## src/lrd_pkg.sv

```systemverilog
// Shared types and constants for the log record deframer.
// No dependencies; imported by lrd_parser, log_record_deframer_core and the testbench.
`default_nettype none

package lrd_pkg;

    // Width of the length fields and of the length arithmetic (8 to 32).
    localparam int LEN_BITS = 32;

    typedef logic [LEN_BITS-1:0] len_t;
    typedef logic [1:0]          role_t;
    typedef logic [1:0]          kind_t;

    // Byte roles.
    localparam role_t ROLE_HEADER  = 2'd0;
    localparam role_t ROLE_KEY     = 2'd1;
    localparam role_t ROLE_VALUE   = 2'd2;
    localparam role_t ROLE_IGNORED = 2'd3;

    // Record kinds reported with record_done.
    localparam kind_t KIND_SET    = 2'd0;
    localparam kind_t KIND_REMOVE = 2'd1;
    localparam kind_t KIND_OTHER  = 2'd2;

    // Command codes.
    localparam logic [7:0] CMD_SET    = 8'd1;
    localparam logic [7:0] CMD_REMOVE = 8'd3;

    // Fixed header sizes that enter the length check.
    localparam len_t LEN_FIELD_BYTES = len_t'(4);
    localparam len_t CMD_KEYLEN_BYTES = len_t'(5);

    // One input item.
    typedef struct packed {
        logic [7:0] data;
        logic       start;
    } item_t;

    // One result item.
    typedef struct packed {
        logic [7:0] data;
        role_t      role;
        logic       done;
        kind_t      kind;
        logic       bad;
    } result_t;

endpackage

`default_nettype wire

```

## src/lrd_parser.sv

```systemverilog
// Record parser state machine: holds the deframing state and tags one byte per advance.
// Depends on lrd_pkg.
`default_nettype none

module lrd_parser (
    input  wire logic            clk,
    input  wire logic            rst_n,
    input  wire lrd_pkg::item_t  item,
    input  wire logic            advance,
    output lrd_pkg::result_t     result
);
    import lrd_pkg::*;

    typedef enum logic [2:0] {
        PH_TOTAL  = 3'd0,
        PH_CMD    = 3'd1,
        PH_KEYLEN = 3'd2,
        PH_KEY    = 3'd3,
        PH_VALLEN = 3'd4,
        PH_VALUE  = 3'd5
    } phase_t;

    phase_t     phase_reg,   phase_next;
    logic [1:0] fbc_reg,     fbc_next;
    len_t       total_reg,   total_next;
    logic [7:0] cmd_reg,     cmd_next;
    len_t       keylen_reg,  keylen_next;
    len_t       vallen_reg,  vallen_next;
    len_t       remain_reg,  remain_next;
    len_t       key_sum_reg, key_sum_next;
    len_t       val_sum_reg, val_sum_next;
    logic       halted_reg,  halted_next;

    phase_t     phase_cur;
    logic [1:0] fbc_cur;
    len_t       total_cur;
    logic       halted_cur;
    len_t       acc_in;
    len_t       acc_shift;
    logic       field_last;
    logic       is_set;
    logic       is_remove;
    len_t       remain_dec;
    logic       end_now;
    len_t       end_base;
    len_t       end_val;
    len_t       expect_len;

    always_comb
    begin
        // Log start resets the parser ahead of this byte.
        phase_cur  = item.start ? PH_TOTAL : phase_reg;
        fbc_cur    = item.start ? 2'd0 : fbc_reg;
        total_cur  = item.start ? '0 : total_reg;
        halted_cur = item.start ? 1'b0 : halted_reg;

        is_set     = (cmd_reg == CMD_SET);
        is_remove  = (cmd_reg == CMD_REMOVE);
        remain_dec = remain_reg - len_t'(1);
        field_last = (fbc_cur == 2'd3);

        case (phase_cur)
            PH_KEYLEN: acc_in = keylen_reg;
            PH_VALLEN: acc_in = vallen_reg;
            default:   acc_in = (phase_cur == PH_TOTAL) ? total_cur : '0;
        endcase
        acc_shift = len_t'({acc_in, item.data});

        phase_next   = phase_cur;
        fbc_next     = fbc_cur;
        total_next   = total_cur;
        cmd_next     = cmd_reg;
        keylen_next  = keylen_reg;
        vallen_next  = vallen_reg;
        remain_next  = remain_reg;
        key_sum_next = key_sum_reg;
        val_sum_next = val_sum_reg;
        halted_next  = halted_cur;
        end_now      = 1'b0;

        result.data = item.data;
        result.role = ROLE_HEADER;
        result.done = 1'b0;
        result.kind = KIND_SET;
        result.bad  = 1'b0;

        // Base of the expected total: 5 plus key length, zero key on the length byte.
        end_base = (phase_cur == PH_KEYLEN) ? CMD_KEYLEN_BYTES : key_sum_reg;
        end_val  = (phase_cur == PH_VALUE) ? val_sum_reg : LEN_FIELD_BYTES;

        if (halted_cur)
        begin
            result.role = ROLE_IGNORED;
        end
        else
        begin
            case (phase_cur)
                PH_CMD:
                begin
                    cmd_next    = item.data;
                    keylen_next = '0;
                    fbc_next    = 2'd0;
                    phase_next  = PH_KEYLEN;
                end
                PH_KEYLEN:
                begin
                    keylen_next  = acc_shift;
                    key_sum_next = CMD_KEYLEN_BYTES + acc_shift;
                    fbc_next     = fbc_cur + 2'd1;
                    if (field_last)
                    begin
                        if (acc_shift != '0)
                        begin
                            remain_next = acc_shift;
                            phase_next  = PH_KEY;
                        end
                        else if (is_set)
                        begin
                            vallen_next = '0;
                            phase_next  = PH_VALLEN;
                        end
                        else
                        begin
                            end_now = 1'b1;
                        end
                    end
                end
                PH_KEY:
                begin
                    result.role = ROLE_KEY;
                    remain_next = remain_dec;
                    if (remain_dec == '0)
                    begin
                        if (is_set)
                        begin
                            fbc_next    = 2'd0;
                            vallen_next = '0;
                            phase_next  = PH_VALLEN;
                        end
                        else
                        begin
                            end_now = 1'b1;
                        end
                    end
                end
                PH_VALLEN:
                begin
                    vallen_next  = acc_shift;
                    val_sum_next = LEN_FIELD_BYTES + acc_shift;
                    fbc_next     = fbc_cur + 2'd1;
                    if (field_last)
                    begin
                        if (acc_shift != '0)
                        begin
                            remain_next = acc_shift;
                            phase_next  = PH_VALUE;
                        end
                        else
                        begin
                            end_now = 1'b1;
                        end
                    end
                end
                PH_VALUE:
                begin
                    result.role = ROLE_VALUE;
                    remain_next = remain_dec;
                    if (remain_dec == '0)
                    begin
                        end_now = 1'b1;
                    end
                end
                default:
                begin
                    // Total length field; unused phase codes restart here.
                    if (phase_cur != PH_TOTAL)
                    begin
                        acc_shift  = len_t'({8'd0, item.data});
                        fbc_next   = 2'd1;
                        total_next = acc_shift;
                        phase_next = PH_TOTAL;
                    end
                    else
                    begin
                        total_next = acc_shift;
                        fbc_next   = fbc_cur + 2'd1;
                        if (field_last)
                        begin
                            phase_next = PH_CMD;
                        end
                    end
                end
            endcase
        end

        // Record end: check set and remove lengths, pass everything else.
        expect_len = end_base + (is_set ? end_val : '0);
        if (end_now)
        begin
            phase_next = PH_TOTAL;
            fbc_next   = 2'd0;
            total_next = '0;
            if (is_set || is_remove)
            begin
                if (expect_len != total_cur)
                begin
                    result.bad  = 1'b1;
                    halted_next = 1'b1;
                end
                else
                begin
                    result.done = 1'b1;
                    result.kind = is_set ? KIND_SET : KIND_REMOVE;
                end
            end
            else
            begin
                result.done = 1'b1;
                result.kind = KIND_OTHER;
            end
        end
    end

    always_ff @(posedge clk or negedge rst_n)
    begin
        if (!rst_n)
        begin
            phase_reg   <= PH_TOTAL;
            fbc_reg     <= 2'd0;
            total_reg   <= '0;
            cmd_reg     <= '0;
            keylen_reg  <= '0;
            vallen_reg  <= '0;
            remain_reg  <= '0;
            key_sum_reg <= '0;
            val_sum_reg <= '0;
            halted_reg  <= 1'b0;
        end
        else if (advance)
        begin
            phase_reg   <= phase_next;
            fbc_reg     <= fbc_next;
            total_reg   <= total_next;
            cmd_reg     <= cmd_next;
            keylen_reg  <= keylen_next;
            vallen_reg  <= vallen_next;
            remain_reg  <= remain_next;
            key_sum_reg <= key_sum_next;
            val_sum_reg <= val_sum_next;
            halted_reg  <= halted_next;
        end
    end

endmodule

`default_nettype wire

```

## src/log_record_deframer_core.sv

```systemverilog
// Bytes pass the input register, then the result register, at one byte per cycle unless
// out_ready stalls them; the input register refills in the same cycle it drains.
// Each byte costs one pass through the parser: length shift, length sums and total compare.
// Reset (rst_n, asynchronous, active low) empties both registers, and the parser
// returns to expecting a total length field with halt cleared.
// Top level of the log record deframer; depends on lrd_pkg and lrd_parser.
`default_nettype none

module log_record_deframer_core (
    input  wire logic              clk,
    input  wire logic              rst_n,
    input  wire logic              in_valid,
    output      logic              in_ready,
    input  wire logic [7:0]        log_byte,
    input  wire logic              log_start,
    output      logic              out_valid,
    input  wire logic              out_ready,
    output      logic [7:0]        out_byte,
    output      lrd_pkg::role_t    byte_role,
    output      logic              record_done,
    output      lrd_pkg::kind_t    record_kind,
    output      logic              corrupt
);
    import lrd_pkg::*;

    // Input register: holds one accepted transaction ahead of the parser.
    item_t   item_reg;
    logic    item_valid_reg;

    // Result register: holds one tagged byte until the sink takes it.
    result_t result_reg;
    logic    out_valid_reg;

    result_t result_next;
    logic    advance;

    // Advance the held byte into the result register whenever that slot is
    // free or drains in this cycle; the parser state moves with it.
    assign advance  = item_valid_reg && (!out_valid_reg || out_ready);
    assign in_ready = !item_valid_reg || advance;

    lrd_parser u_parser (
        .clk     (clk),
        .rst_n   (rst_n),
        .item    (item_reg),
        .advance (advance),
        .result  (result_next)
    );

    // Valid flags: reset clears them.
    always_ff @(posedge clk or negedge rst_n)
    begin
        if (!rst_n)
        begin
            item_valid_reg <= 1'b0;
            out_valid_reg  <= 1'b0;
        end
        else
        begin
            if (in_ready)
            begin
                item_valid_reg <= in_valid;
            end
            if (advance)
            begin
                out_valid_reg <= 1'b1;
            end
            else if (out_ready)
            begin
                out_valid_reg <= 1'b0;
            end
        end
    end

    // Payload registers: load on transaction, hold otherwise.
    always_ff @(posedge clk)
    begin
        if (in_ready && in_valid)
        begin
            item_reg.data  <= log_byte;
            item_reg.start <= log_start;
        end
        if (advance)
        begin
            result_reg <= result_next;
        end
    end

    assign out_valid   = out_valid_reg;
    assign out_byte    = result_reg.data;
    assign byte_role   = result_reg.role;
    assign record_done = result_reg.done;
    assign record_kind = result_reg.kind;
    assign corrupt     = result_reg.bad;

endmodule

`default_nettype wire

```

## config.mk

```make
export PLATFORM = sky130hd
export DESIGN_NAME = log_record_deframer_core
export DESIGN_NICKNAME = d
export VERILOG_FILES = /design/src/lrd_pkg.sv /design/src/lrd_parser.sv /design/src/log_record_deframer_core.sv
export SDC_FILE = /design/constraint.sdc
export NUM_CORES = 1
export LEC_CHECK = 0
export ABC_AREA = 1
export CAP_MARGIN = 20
export CELL_PAD_IN_SITES_DETAIL_PLACEMENT = 1
export CELL_PAD_IN_SITES_GLOBAL_PLACEMENT = 2
export CORE_MARGIN = 4
export CORE_UTILIZATION = 37
export CTS_CLUSTER_DIAMETER = 50
export DETAILED_ROUTE_END_ITERATION = 10
export DONT_BUFFER_PORTS = 1
export GPL_TIMING_DRIVEN = 0
export PLACE_DENSITY = 0.9
export SLEW_MARGIN = 10
export SYNTH_ARGS = -nofsm -noshare
export SYNTH_HDL_FRONTEND = slang
export SYNTH_HIERARCHICAL = 1
export SYNTH_SLANG_ARGS = --single-unit
```

## constraint.sdc

```tcl
create_clock -name clk -period 4.6 [get_ports clk]
set_input_delay 0.92 -clock clk [delete_from_list [all_inputs] [get_ports clk]]
set_output_delay 0.92 -clock clk [all_outputs]
set_load 0.05 [all_outputs]
```

==> impl_metrics.json <==
{
  "initial_utilization_pct": 37.74,
  "setup_tns_ps": 0,
  "seq_area_frac_synth_pct": 34.48,
  "row_count": 75,
  "power.switching_uw": 5255,
  "p_leak_uw": 0.008825,
  "grt-ovfl-total": 0,
  "fin_crit_sh_pct": 97.11,
  "final_cell_count_no_fill": 3039,
  "regArea_um2": 5495,
  "dp.cells": 2969,
  "comb_power_share_pct": 46.7,
  "hold_path.class": "primary input to asynchronous set/reset pin",
  "syn-num-nets": 2483,
  "crit_arrival_ps": 4740,
  "setup_viol": 0,
  "portBuffers": 0,
  "gp_congestion": 0.9642,
  "drive_above_1_share_pct": 8.523,
  "cap_violations": 0,
  "pin_count": 29,
  "tightest_slew_ps": 903.5,
  "setup_ws_ps": 133.0,
  "worstSetupEndpointType": "flip-flop",
  "clk_pin_slew_ps": 60,
  "peakVddDrop_mv": 0.2747,
  "reg2reg_depth": 23,
  "syn_area_um2": 15940,
  "cts_root_buffer": "clkbuf_16",
  "synth_xor_area_share_pct": 4.373,
  "ff2ff_setup_slack_ps": 130,
  "drt_pre_antenna_iters": 7,
  "startpoint_type": "flip-flop",
  "fillers": 5526,
  "dp_hpwl_um": 54830,
  "reg2reg_from": "item_reg[0]$_DFFE_PP_",
  "final_nets": 2523,
  "syn_inst": 2430,
  "dp_worst_setup_slack_ps": -1403,
  "post-route-util_pct": 42.77,
  "fin_skew_ps": 17.29,
  "drt_wl_total_um": 70410,
  "slew_headroom_pct": 39.54,
  "cts_buffers": 37,
  "synthMuxAreaShare_pct": 0.07067,
  "clock_latency_ps": 540,
  "drt_iter0_markers": 1550,
  "final_max_slew_viol_count": 0,
  "layout_common_cells": "nand2_1 (720), inv_1 (316), nor2_1 (311)",
  "final_common_cell": "nand2_1",
  "reg2reg_to": "corrupt$_DFFE_PP_",
  "area_growth_pct": 13.34,
  "grt_max_degree": 193,
  "htree_levels": 2,
  "avgSynthCellArea_um2": 6.558,
  "viasPerCell": 5.553,
  "die-area_um2": 46450,
  "routedWlPerCell_um": 23.17,
  "grt_use_total_pct": 29.70,
  "status": "finished clean",
  "detail-route-antenna-nets": 0,
  "cts_tree": "yes",
  "synthAdderAreaFrac_pct": 3.188,
  "vias": 16880,
  "path_class": "flip-flop to flip-flop",
  "p_seq_share_pct": 27.6,
  "crit_start": "item_reg[0]$_DFFE_PP_",
  "coreArea_um2": 42230,
  "post-route-drc-count": 0,
  "grt_pass1_vias": 16970,
  "ys.warnings.count": 6,
  "cts_num_sinks": 215,
  "required_ps": 4880,
  "p_int_uw": 5846,
  "synth_top_family_by_area": "simple AND/OR/NAND/NOR gates",
  "synth_compound_area_share_pct": 11.27,
  "grt_antenna_before_repair": 0,
  "multi_input_area_um2": 8870,
  "hold_viol_final": 0,
  "ys_ff_latch": 215,
  "die_w_um": 215.5,
  "synth-simple-area-share_pct": 35.90,
  "die_y_um": 215.5,
  "synth_cell_type_count": 51,
  "switching_share_pct": 47.34,
  "clockPowerShare_pct": 25.7,
  "powerDensity_nw_per_um2": 614.6,
  "crit_path_max_fanout": 12,
  "fmax_ghz": 0.2239,
  "grt_pass1_wl_um": 105700,
  "post-route-min-period_ps": 4467,
  "clk_path_buf_depth": 3,
  "finalPower_uw": 11100
}
==> worst max-delay path: stages, from the launching register on <==
cell and delay [ps]:
edfxtp_1 360, buf_4 200, inv_6 130, nand2_1 90, nor2_2 140, nand2_2 150
clkbuf_8 240, inv_2 130, clkbuf_2 250, nand2_1 90, nor2_1 240, ha_1 380
a21oi_2 240, o21ai_0 140, nand2_1 100, nand2_1 60, a21oi_1 230, nand3_1 140
nand2_2 140, nand4_1 110, nor2_2 170, nand4_1 160, nor2_4 220, nor2_1 80
==> cell usage after synthesis (all sizes together) <==
library cell | instances | area, um2
nor3 | 27 | 150.2
xnor2 | 15 | 131.4
a41oi | 1 | 8.760
or2 | 1 | 6.260
o31ai | 7 | 52.55
and3 | 1 | 6.260
xnor3 | 1 | 22.52
buf | 41 | 290.3
edfxtp | 23 | 690.7
a22oi | 14 | 105.1
nand3b | 8 | 60.06
a31oi | 4 | 25.02
nor2 | 327 | 1255
a21o | 3 | 22.52
ha | 39 | 488.0
clkinv | 5 | 18.77
nand2 | 742 | 2850
o21bai | 4 | 30.03
and2 | 2 | 12.52
o32ai | 1 | 8.760
inv | 329 | 1237
nor3b | 1 | 12.51
o22ai | 30 | 187.7
a21oi | 46 | 230.2
fa | 1 | 20.02
dfrtp | 192 | 4805
nand3 | 213 | 1124
clkbuf | 43 | 161.4
o211ai | 4 | 30.03
mux2 | 1 | 11.26
xor2 | 62 | 543.0
nand4 | 36 | 225.2
nor4 | 3 | 18.77
o21ai | 203 | 1095
==> power groups by stage <==
| stage | clock network [uW] | logic (uW) | registers, uW |
|---|---|---|---|
| floorplan | 0 | 3410 | 2900 |
| global placement | 0 | 4850 | 3040 |
| detailed placement | 0 | 4980 | 3060 |
| CTS | 2890 | 5050 | 3050 |
| global route | 2980 | 5690 | 3130 |
| finish | 2850 | 5190 | 3060 |
==> layer usage <==
metal | vias to the layer above | part of all wire, % | global-route usage, %
li1 | 7824 | - | -
met1 | 8326 | 45 | 42.11
met2 | 605 | 44 | 46.35
met3 | 120 | 7.4 | 4.641
met4 | 0 | 3.9 | 10.14
met5 | - | 0 | 0
==> stage by stage <==
step	hold WS, ps	area [um2]
2_1_floorplan	442.2	15940
3_3_place_gp	464.5	16610
3_5_place_dp	463.0	16620
4_1_cts	66.17	17960
5_1_grt	62.93	18060
6_report	78.15	18060
==> logic make-up after synthesis <==
kind of cell	count (synthesis)
buf+inv	418
mux	1
xor+xnor	78
flops	215
fa+ha+maj	40
compound gates	317
simple gates	1361
==> area by class of cell <==
type,count,area share [%]
Multi-Input combinational cell,1797,49.11
Tap cell,539,3.734
Timing Repair Buffer,4,0.1663
Buffer,81,2.570
Inverter,334,6.990
Antenna cell,1,0.01386
Clock buffer,46,5.660
Clock inverter,22,1.330
Sequential cell,215,30.43
==> how the worst max path moves through the flow <==
| stage | endpoint | cells past startpoint |
|---|---|---|
| 3_5_place_dp | corrupt$_DFFE_PP_ | 25 |
| 5_1_grt | u_parser/halted_reg$_DFFE_PN0P_ | 28 |
| 6_report | corrupt$_DFFE_PP_ | 23 |
| 4_1_cts | corrupt$_DFFE_PP_ | 22 |
| 3_3_place_gp | corrupt$_DFFE_PP_ | 25 |
| 2_1_floorplan | corrupt$_DFFE_PP_ | 21 |
==> repair_timing <==
action	CTS	global route
hold buffers	0	0
endpoints found under the hold margin	0	0
pin swaps	2	4
setup buffers	3	1
endpoints found under the setup margin	4	4
gates resized for setup	24	31
Power figures use the tool's default switching activity.
